$ cat config.mk
export PLATFORM = sky130hd
export DESIGN_NAME = tagged_sensor_record_parser
export DESIGN_NICKNAME = d
export VERILOG_FILES = /design/src/hw/rtl/tsrp_pkg.sv /design/src/hw/rtl/tagged_sensor_record_parser.sv /design/src/hw/rtl/tsrp_convert.sv
export SDC_FILE = /design/constraint.sdc
export NUM_CORES = 2
export LEC_CHECK = 0
export BUFFER_PORTS_ARGS = -buffer_cell sky130_fd_sc_hd__buf_2
export CAP_MARGIN = 40
export CORE_AREA = 8 8 312 314
export CTS_CLUSTER_DIAMETER = 50
export DETAILED_ROUTE_END_ITERATION = 8
export DIE_AREA = 0 0 320 322
export PLACE_DENSITY = 0.48
export SYNTH_ARGS = -nofsm -noshare
export SYNTH_HDL_FRONTEND = slang
export SYNTH_HIERARCHICAL = 1
export SYNTH_SLANG_ARGS = --single-unit
$ cat constraint.sdc
create_clock -name clk_i -period 10.42 [get_ports clk_i]
set_clock_uncertainty 0.1 [all_clocks]
set_input_delay 0.521 -clock clk_i [delete_from_list [all_inputs] [get_ports clk_i]]
set_output_delay 0.521 -clock clk_i [all_outputs]
set_load 0.03 [all_outputs]
$ cat src/hw/rtl/tsrp_pkg.sv
// Shared types, character codes and conversion constants for the sensor record parser.
package tsrp_pkg;

  // Record kinds, in the order of the result code
  typedef enum logic [3:0] {
    KIND_TEMP,
    KIND_PRESSURE,
    KIND_HUMIDITY,
    KIND_ALTITUDE,
    KIND_WEATHER,
    KIND_RAIN,
    KIND_WIND_DIR,
    KIND_LIGHT,
    KIND_SPEED,
    KIND_BATTERY
  } kind_e;

  // Conversion path taken by a finished record
  typedef enum logic [1:0] {
    CONV_PASS,
    CONV_TEMP,
    CONV_LIGHT,
    CONV_SPEED
  } conv_mode_e;

  // Configuration register indexes
  localparam logic [1:0] CFG_TEMP_UNIT     = 2'd0;
  localparam logic [1:0] CFG_PRESSURE_UNIT = 2'd1;
  localparam logic [1:0] CFG_SPEED_UNIT    = 2'd2;

  // Speed unit codes
  localparam logic [1:0] SPEED_KNOTS = 2'd0;
  localparam logic [1:0] SPEED_KMH   = 2'd1;
  localparam logic [1:0] SPEED_MPS   = 2'd2;

  // ASCII codes
  localparam logic [7:0] CHAR_CR    = 8'h0D;
  localparam logic [7:0] CHAR_PLUS  = 8'h2B;
  localparam logic [7:0] CHAR_MINUS = 8'h2D;
  localparam logic [7:0] CHAR_ZERO  = 8'h30;
  localparam logic [7:0] CHAR_NINE  = 8'h39;
  localparam logic [7:0] CHAR_T     = 8'h54;
  localparam logic [7:0] CHAR_P     = 8'h50;
  localparam logic [7:0] CHAR_H     = 8'h48;
  localparam logic [7:0] CHAR_A     = 8'h41;
  localparam logic [7:0] CHAR_W     = 8'h57;
  localparam logic [7:0] CHAR_R     = 8'h52;
  localparam logic [7:0] CHAR_D     = 8'h44;
  localparam logic [7:0] CHAR_L     = 8'h4C;
  localparam logic [7:0] CHAR_V     = 8'h56;
  localparam logic [7:0] CHAR_B     = 8'h42;

  // Shared multiplier operand widths
  localparam int MagW  = 19;
  localparam int FactW = 22;
  localparam int ProdW = MagW + FactW;

  // Reciprocals for the constant divisions and the Q16 speed factors
  localparam logic [FactW-1:0] RECIP_DIV5  = 22'd3355444;  // ceil(2^24 / 5)
  localparam logic [FactW-1:0] RECIP_DIV10 = 22'd52429;    // ceil(2^19 / 10)
  localparam logic [FactW-1:0] Q16_KMH     = 22'd121373;   // 1.852 in Q16
  localparam logic [FactW-1:0] Q16_MPS     = 22'd33711;    // 0.5144 in Q16
  localparam int DIV5_SHIFT  = 24;
  localparam int DIV10_SHIFT = 19;
  localparam int Q16_SHIFT   = 16;

  localparam logic [31:0] TEMP_OFFSET  = 32'd320;
  localparam logic [7:0]  LIGHT_OFFSET = 8'd67;

  // Configuration registers
  typedef struct packed {
    logic       temp_unit;
    logic       pressure_unit;
    logic [1:0] speed_unit;
  } cfg_t;

  // Finished record handed to the conversion pipeline
  typedef struct packed {
    kind_e       kind;
    logic [31:0] raw;
  } rec_t;

  // Kind letter decode result
  typedef struct packed {
    logic  hit;
    kind_e kind;
  } letter_t;

  function automatic letter_t letter_decode(logic [7:0] b);
    letter_t r;
    r.hit  = 1'b1;
    r.kind = KIND_TEMP;
    unique case (b)
      CHAR_T: r.kind = KIND_TEMP;
      CHAR_P: r.kind = KIND_PRESSURE;
      CHAR_H: r.kind = KIND_HUMIDITY;
      CHAR_A: r.kind = KIND_ALTITUDE;
      CHAR_W: r.kind = KIND_WEATHER;
      CHAR_R: r.kind = KIND_RAIN;
      CHAR_D: r.kind = KIND_WIND_DIR;
      CHAR_L: r.kind = KIND_LIGHT;
      CHAR_V: r.kind = KIND_SPEED;
      CHAR_B: r.kind = KIND_BATTERY;
      default: r.hit = 1'b0;
    endcase
    return r;
  endfunction

endpackage

$ cat src/hw/rtl/tagged_sensor_record_parser.sv
// Top level of the tagged sensor record parser: byte parser, config registers, conversion.
//
//   channel | signals                                   | direction
//   --------+-------------------------------------------+----------
//   in      | in_valid_i, in_stall_o, rx_byte_i         | byte items in
//   out     | out_valid_o, out_stall_i, record_kind_o,  | record items out
//           | record_value_o                            |
//   cfg     | cfg_we_i, cfg_index_i, cfg_data_i         | register writes
//
// One byte item is taken every cycle unless in_stall_o is high. A carriage return that
// closes a record gives its result through the parse register, operand stage, shared
// multiplier stage, then the result register. Reset clears the parse state, the unit
// registers and all stage valid bits. A stalled result holds the whole pipeline, so
// in_stall_o is high exactly while a result waits under out_stall_i.
module tagged_sensor_record_parser import tsrp_pkg::*; #(
  parameter int MAX_CHARS = 9
) (
  input  logic        clk_i,
  input  logic        rst_ni,
  input  logic        in_valid_i,
  output logic        in_stall_o,
  input  logic [7:0]  rx_byte_i,
  output logic        out_valid_o,
  input  logic        out_stall_i,
  output logic [3:0]  record_kind_o,
  output logic [31:0] record_value_o,
  input  logic        cfg_we_i,
  input  logic [1:0]  cfg_index_i,
  input  logic [1:0]  cfg_data_i
);

  localparam int CntW = $clog2(MAX_CHARS + 1);
  localparam logic [CntW-1:0] CntMax = CntW'(MAX_CHARS);

  cfg_t            cfg_q;
  logic            adv;
  logic            in_acc;
  letter_t         letter;
  logic [3:0]      digit;
  logic            is_digit;

  logic            open_q, open_d;
  kind_e           kind_q, kind_d;
  logic [31:0]     acc_q, acc_d;
  logic            neg_q, neg_d;
  logic            stop_q, stop_d;
  logic [CntW-1:0] cnt_q, cnt_d;

  logic            rec_valid;
  rec_t            rec_d;
  logic            a_valid_q;
  rec_t            a_rec_q;

  // Hold everything while a result waits
  assign adv        = !(out_valid_o && out_stall_i);
  assign in_stall_o = !adv;
  assign in_acc     = in_valid_i && adv;

  // Write unit registers
  always_ff @(posedge clk_i or negedge rst_ni) begin
    if (!rst_ni) begin
      cfg_q <= '0;
    end else if (cfg_we_i) begin
      unique case (cfg_index_i)
        CFG_TEMP_UNIT:     cfg_q.temp_unit     <= cfg_data_i[0];
        CFG_PRESSURE_UNIT: cfg_q.pressure_unit <= cfg_data_i[0];
        CFG_SPEED_UNIT:    cfg_q.speed_unit    <= cfg_data_i;
        default: ;
      endcase
    end
  end

  // Parse one byte item: open, accumulate or close a record
  always_comb begin
    letter    = letter_decode(rx_byte_i);
    digit     = rx_byte_i[3:0] - CHAR_ZERO[3:0];
    is_digit  = (rx_byte_i >= CHAR_ZERO) && (rx_byte_i <= CHAR_NINE);
    open_d    = open_q;
    kind_d    = kind_q;
    acc_d     = acc_q;
    neg_d     = neg_q;
    stop_d    = stop_q;
    cnt_d     = cnt_q;
    rec_valid = 1'b0;
    rec_d.kind = kind_q;
    rec_d.raw  = neg_q ? (32'd0 - acc_q) : acc_q;
    if (in_acc) begin
      if (letter.hit) begin
        open_d = 1'b1;
        kind_d = letter.kind;
        acc_d  = '0;
        neg_d  = 1'b0;
        stop_d = 1'b0;
        cnt_d  = '0;
      end else if (open_q) begin
        if (rx_byte_i == CHAR_CR) begin
          rec_valid = 1'b1;
          open_d = 1'b0;
          acc_d  = '0;
          neg_d  = 1'b0;
          stop_d = 1'b0;
          cnt_d  = '0;
        end else if (cnt_q < CntMax) begin
          if (cnt_q == '0 && (rx_byte_i == CHAR_MINUS || rx_byte_i == CHAR_PLUS)) begin
            neg_d = (rx_byte_i == CHAR_MINUS);
          end else if (is_digit && !stop_q) begin
            acc_d = (acc_q << 3) + (acc_q << 1) + {28'd0, digit};
          end else begin
            stop_d = 1'b1;
          end
          cnt_d = cnt_q + 1'b1;
        end
      end
    end
  end

  // Parse state registers
  always_ff @(posedge clk_i or negedge rst_ni) begin
    if (!rst_ni) begin
      open_q <= 1'b0;
      kind_q <= KIND_TEMP;
      acc_q  <= '0;
      neg_q  <= 1'b0;
      stop_q <= 1'b0;
      cnt_q  <= '0;
    end else begin
      open_q <= open_d;
      kind_q <= kind_d;
      acc_q  <= acc_d;
      neg_q  <= neg_d;
      stop_q <= stop_d;
      cnt_q  <= cnt_d;
    end
  end

  // Register the closed record
  always_ff @(posedge clk_i or negedge rst_ni) begin
    if (!rst_ni) begin
      a_valid_q <= 1'b0;
    end else if (adv) begin
      a_valid_q <= rec_valid;
    end
  end

  always_ff @(posedge clk_i) begin
    if (adv) begin
      a_rec_q <= rec_d;
    end
  end

  tsrp_convert u_convert (
    .clk_i       (clk_i),
    .rst_ni      (rst_ni),
    .adv_i       (adv),
    .cfg_i       (cfg_q),
    .rec_valid_i (a_valid_q),
    .rec_i       (a_rec_q),
    .out_valid_o (out_valid_o),
    .out_kind_o  (record_kind_o),
    .out_value_o (record_value_o)
  );

endmodule

$ cat src/hw/rtl/tsrp_convert.sv
// Unit conversion pipeline: operand stage, shared multiplier stage, result register.
module tsrp_convert import tsrp_pkg::*; (
  input  logic        clk_i,
  input  logic        rst_ni,
  input  logic        adv_i,
  input  cfg_t        cfg_i,
  input  logic        rec_valid_i,
  input  rec_t        rec_i,
  output logic        out_valid_o,
  output logic [3:0]  out_kind_o,
  output logic [31:0] out_value_o
);

  // Operand stage signals
  logic [31:0]      sext16;
  logic [20:0]      temp_x;
  logic [20:0]      temp_abs;
  logic [16:0]      spd_t;
  logic [16:0]      spd_abs;
  logic [13:0]      light_m;
  logic [31:0]      pass_d;
  conv_mode_e       mode_d;
  logic             neg_d;
  logic [MagW-1:0]  mag_d;
  logic [FactW-1:0] fact_d;

  logic             b_valid_q;
  kind_e            b_kind_q;
  conv_mode_e       b_mode_q;
  logic             b_neg_q;
  logic [MagW-1:0]  b_mag_q;
  logic [FactW-1:0] b_fact_q;
  logic [31:0]      b_pass_q;

  logic             c_valid_q;
  kind_e            c_kind_q;
  conv_mode_e       c_mode_q;
  logic             c_neg_q;
  logic [ProdW-1:0] c_prod_q;
  logic [31:0]      c_pass_q;

  logic             o_valid_q;
  kind_e            o_kind_q;
  logic [31:0]      o_value_q;
  logic [31:0]      value_d;

  // Final stage signals
  logic [ProdW-1:0] sh_temp;
  logic [ProdW-1:0] sh_light;
  logic [ProdW-1:0] sh_speed;
  logic [31:0]      q_temp;
  logic [31:0]      q_speed;
  logic [31:0]      s_temp;
  logic [31:0]      s_speed;
  logic [7:0]       light_r;

  // Pick conversion path, pass-through value and multiplier operands
  always_comb begin
    sext16   = {{16{rec_i.raw[15]}}, rec_i.raw[15:0]};
    temp_x   = ({{5{rec_i.raw[15]}}, rec_i.raw[15:0]} << 3)
             + {{5{rec_i.raw[15]}}, rec_i.raw[15:0]};
    temp_abs = temp_x[20] ? (21'd0 - temp_x) : temp_x;
    spd_t    = {rec_i.raw[15], rec_i.raw[15:0]};
    spd_abs  = rec_i.raw[15] ? (17'd0 - spd_t) : spd_t;
    light_m  = {rec_i.raw[7:0], 6'd0} - {6'd0, rec_i.raw[7:0]};

    pass_d = sext16;
    mode_d = CONV_PASS;
    neg_d  = 1'b0;
    mag_d  = '0;
    fact_d = RECIP_DIV5;
    unique case (rec_i.kind)
      KIND_TEMP: begin
        if (cfg_i.temp_unit) begin
          mode_d = CONV_TEMP;
          neg_d  = temp_x[20];
          mag_d  = temp_abs[MagW-1:0];
          fact_d = RECIP_DIV5;
        end
      end
      KIND_PRESSURE: begin
        pass_d = cfg_i.pressure_unit ? ((rec_i.raw << 3) + (rec_i.raw << 1)) : rec_i.raw;
      end
      KIND_WEATHER, KIND_BATTERY: begin
        pass_d = {{24{rec_i.raw[7]}}, rec_i.raw[7:0]};
      end
      KIND_LIGHT: begin
        mode_d = CONV_LIGHT;
        mag_d  = {5'd0, light_m};
        fact_d = RECIP_DIV10;
      end
      KIND_SPEED: begin
        if (cfg_i.speed_unit == SPEED_KMH || cfg_i.speed_unit == SPEED_MPS) begin
          mode_d = CONV_SPEED;
          neg_d  = rec_i.raw[15];
          mag_d  = {2'd0, spd_abs};
          fact_d = (cfg_i.speed_unit == SPEED_KMH) ? Q16_KMH : Q16_MPS;
        end
      end
      default: pass_d = sext16;
    endcase
  end

  // Advance valid bits of all stages
  always_ff @(posedge clk_i or negedge rst_ni) begin
    if (!rst_ni) begin
      b_valid_q <= 1'b0;
      c_valid_q <= 1'b0;
      o_valid_q <= 1'b0;
    end else if (adv_i) begin
      b_valid_q <= rec_valid_i;
      c_valid_q <= b_valid_q;
      o_valid_q <= c_valid_q;
    end
  end

  // Operand stage payload
  always_ff @(posedge clk_i) begin
    if (adv_i) begin
      b_kind_q <= rec_i.kind;
      b_mode_q <= mode_d;
      b_neg_q  <= neg_d;
      b_mag_q  <= mag_d;
      b_fact_q <= fact_d;
      b_pass_q <= pass_d;
    end
  end

  // Product stage: one shared multiplier
  always_ff @(posedge clk_i) begin
    if (adv_i) begin
      c_kind_q <= b_kind_q;
      c_mode_q <= b_mode_q;
      c_neg_q  <= b_neg_q;
      c_prod_q <= {{FactW{1'b0}}, b_mag_q} * {{MagW{1'b0}}, b_fact_q};
      c_pass_q <= b_pass_q;
    end
  end

  // Scale down, restore sign, add offsets and truncate for the converted kinds; others pass through
  always_comb begin
    sh_temp  = c_prod_q >> DIV5_SHIFT;
    sh_light = c_prod_q >> DIV10_SHIFT;
    sh_speed = c_prod_q >> Q16_SHIFT;
    q_temp   = {15'd0, sh_temp[16:0]};
    q_speed  = {15'd0, sh_speed[16:0]};
    s_temp   = (c_neg_q ? (32'd0 - q_temp) : q_temp) + TEMP_OFFSET;
    s_speed  = c_neg_q ? (32'd0 - q_speed) : q_speed;
    light_r  = sh_light[7:0] + LIGHT_OFFSET;
    unique case (c_mode_q)
      CONV_TEMP:  value_d = {{16{s_temp[15]}}, s_temp[15:0]};
      CONV_LIGHT: value_d = {24'd0, light_r};
      CONV_SPEED: value_d = {{16{s_speed[15]}}, s_speed[15:0]};
      default:    value_d = c_pass_q;
    endcase
  end

  // Result register
  always_ff @(posedge clk_i) begin
    if (adv_i) begin
      o_kind_q  <= c_kind_q;
      o_value_q <= value_d;
    end
  end

  assign out_valid_o = o_valid_q;
  assign out_kind_o  = o_kind_q;
  assign out_value_o = o_value_q;

endmodule
==> impl_results.md <==
* I/O pins at 55
* # rows at 112
* I/O Buffers at 54
* H-tree depth at 2
* Sw Share at 0.2737
* #FFs+latches synth at 253
* Main flop type after synthesis: edfxtp_1
* 1st-iter DRT viols at 1337
* Die footprint at 0.1030 mm2
* Cts-stage hold buffer count at 0
* Worst Setup SP: u_convert/b_fact_q[15]$_DFFE_PP_
* Ys async rst share at 0.2016
* Register area share after synthesis at 0.2672
* Minimum clock period at 7.776 ns
* Wire length per cell at 18.19 um
* Max-slew violations at 0
* Initial Util at 0.2971
* Setup bufs post-CTS at 0
* FF-to-FF Start: u_convert/b_fact_q[15]$_DFFE_PP_
* Antenna Violating Nets Remaining at 0
* Worst Setup Path Type: flop to flop
* Setup TNS at 0 ns
* Critical Path Start Type: flop
* Fillcell total at 9528
* Area contributors post-synth: edfxtp_1, fa_1, ha_1, inv_1, dfrtp_1
* Setup violators final at 0
* Wirelength, routed at 73.49 mm
* Die Ht at 322 um
* Sw power at 0.0007925 W
* DR DRC count at 0
* Worst slew pin tran at 0.9399 ns
* Routability congestion estimate at 0.8945
* CP required at 10.63 ns
* Area Overhead vs Synth at 11.15%
* Headroom to the max-slew limit at 0.3696
* Sequential group share of total power at 0.407
* Largest area contributor in the netlist: edfxtp_1
* First drt pass iteration count at 5
* Mapped Cells at 2776
* Synth warnings at 6
* CP Data Arrival Time at 7.98 ns
* Die X at 320 um
* Dpl hpwl at 59.98 mm
* Syn avg cell area at 9.897 um2
* Fmax at 128.6 MHz
* Post-Syn Nets at 3351
* Status: finished with violations
* Worst skew pair latency at 0.56 ns
* Via Count at 19499
* Synth top area share at 0.2208
* CTS tree: yes
* Commonest non-fill, non-tap cell in the layout: inv_1
* Vias in the first global route at 20135
* Gr ovfl total at 0
* Cell Pwr Density at 94.83 mW/mm2
* Pin count of the biggest net entering global routing at 67
* Layout cells sized above 1 at 0.07533
* Tot GR Track Use at 0.1422
* Antenna violations before repair at 0
* Clock buffer depth at 3
* Failing checks: negative hold slack
* Final hold violation count at 8
* Max cap viols at 0
* First-pass GRT wire length at 116.3 mm
* Internal power at 0.002103 W
* Leakage at 15.30 nW
* # resized after CTS at 0
* Clk pin slew, worst setup/hold paths at 0.06 ns
* Peak VDD IR at 115.1 uV
* RSZ-0062 raised after global routing: false
* Final Core Density at 0.3302
* Worst hold path class: input pin to asynchronous set/reset pin
* Combinational Power Share at 0.127
* Post-route clock period utilization at 0.7462
* Clock power frac at 0.466
* Root Buffer: clkbuf_16
* Yosys cell types at 88
* Critical-path maximum fanout at 19
* Num CTS Buffers at 41
* Cell area after synthesis at 0.02748 mm2
* Core region area at 0.09249 mm2
* Post-synth EDFFs at 202
* Vias per cell at 4.828
* Final net count at 3384
* Worst setup EP type: flop
* Hold_ws at -0.01806 ns
* Clock sink count at 253
* Most frequent cells in the layout: inv_1, fa_1, nand2_1
## flip-flops by register name, indices dropped and copies added, names as in the netlist, 9 cells and up
register               flops
u_convert/out_value_o     32
u_convert/b_mag_q         19
acc_q                     32
u_convert/b_fact_q         9
u_convert/c_pass_q        32
a_rec_q                   36
u_convert/b_pass_q        32
u_convert/c_prod_q        24
## through the flow
step	cell area, um2	std cells	hold WS [ns]	setup slack (ns)	total power [W]
floorplan	27480	2776	0.1254	3.156	0.001444
global placement	28950	3950	0.3021	2.674	0.001561
detailed placement	29170	3963	0.3045	2.723	0.001570
CTS	30540	4038	0.001247	2.716	0.002944
global route	30540	4038	0.03708	2.193	0.003033
finish	30540	4039	-0.01806	2.644	0.002896
## final timing paths
kind	slack [ns]	end	cells past startpoint
setup / recovery	2.64	u_convert/c_prod_q[39]$_DFFE_PP_	20
hold / removal	-0.02	acc_q[29]$_DFFE_PN0P_	2
setup reg to reg	2.64	u_convert/c_prod_q[39]$_DFFE_PP_	20
hold reg to reg	0.30	u_convert/c_pass_q[13]$_DFFE_PP_	0
max in group asynchronous	9.74	cnt_q[3]$_DFFE_PN0P_	2
min in group clk_i	0.12	cfg_q[1]$_DFFE_PN0P_	2
## power by group through the flow
| stage | sequential (W) | combinational (W) | clock [W] |
|---|---|---|---|
| global placement | 0.00121 | 0.000356 | 0 |
| CTS | 0.00118 | 0.000374 | 0.00139 |
| floorplan | 0.00118 | 0.000266 | 0 |
| detailed placement | 0.00120 | 0.000371 | 0 |
| finish | 0.00118 | 0.000368 | 0.00135 |
| global route | 0.00118 | 0.000414 | 0.00143 |
## kinds of logic (layout without fill, tap and decap cells)
| kind of cell | count (synthesis) | in the layout | share of synthesized area |
|---|---|---|---|
| flops | 253 | 253 | 0.2672 |
| other cells | 0 | 1 | 0 |
| simple gates | 660 | 660 | 0.1186 |
| buf+inv | 583 | 648 | 0.08256 |
| mux | 30 | 30 | 0.01512 |
| xor+xnor | 182 | 182 | 0.05802 |
| fa+ha+maj | 558 | 558 | 0.3369 |
| compound gates | 510 | 510 | 0.1215 |
## cell usage after synthesis (21+ instances only)
master,count
a21o_1,46
a21oi_1,113
and2_1,80
clkbuf_1,78
dfrtp_1,51
edfxtp_1,202
fa_1,303
ha_1,255
inv_1,491
nand2_1,261
nand3_1,46
nand4_1,21
nor2_1,96
nor3_1,28
o21ai_0,146
o31ai_1,21
xnor2_1,128
xor2_1,54
## layer usage
layer | GRT usage | routed length, um | part of all wire | up-vias
met5 | 0 | 0 | 0 | -
met4 | 0.03327 | 1583 | 0.022 | 0
met3 | 0.01683 | 2905 | 0.040 | 77
met2 | 0.2417 | 35220 | 0.48 | 413
met1 | 0.1932 | 33780 | 0.46 | 9615
li1 | - | - | - | 9394
## worst max-delay path, stage by stage (launching register included)
cell	delay, ns
edfxtp_1	0.79
nand2_1	0.41
fa_1	0.63
inv_1	0.06
fa_1	0.53
fa_1	0.53
fa_1	0.53
fa_1	0.55
inv_1	0.06
fa_1	0.53
inv_1	0.04
ha_1	0.33
a21o_1	0.17
a21o_1	0.18
a2111oi_0	0.53
nor3_1	0.20
a22oi_1	0.19
o21ai_1	0.22
a311oi_1	0.63
nor2_1	0.10
a211o_1	0.24
## layout make-up
class	count	area, um2	area share
repair buffers	82	604.3	0.01979
multi-input cells	1940	17880	0.5855
well taps	1197	1498	0.04904
clock buffers	48	1095	0.03585
diodes	1	2.502	0.00008194
inverters	491	1843	0.06035
clock inverters	27	274.0	0.008972
flip-flops and latches	253	7342	0.2404
Power figures use the tool's default switching activity.
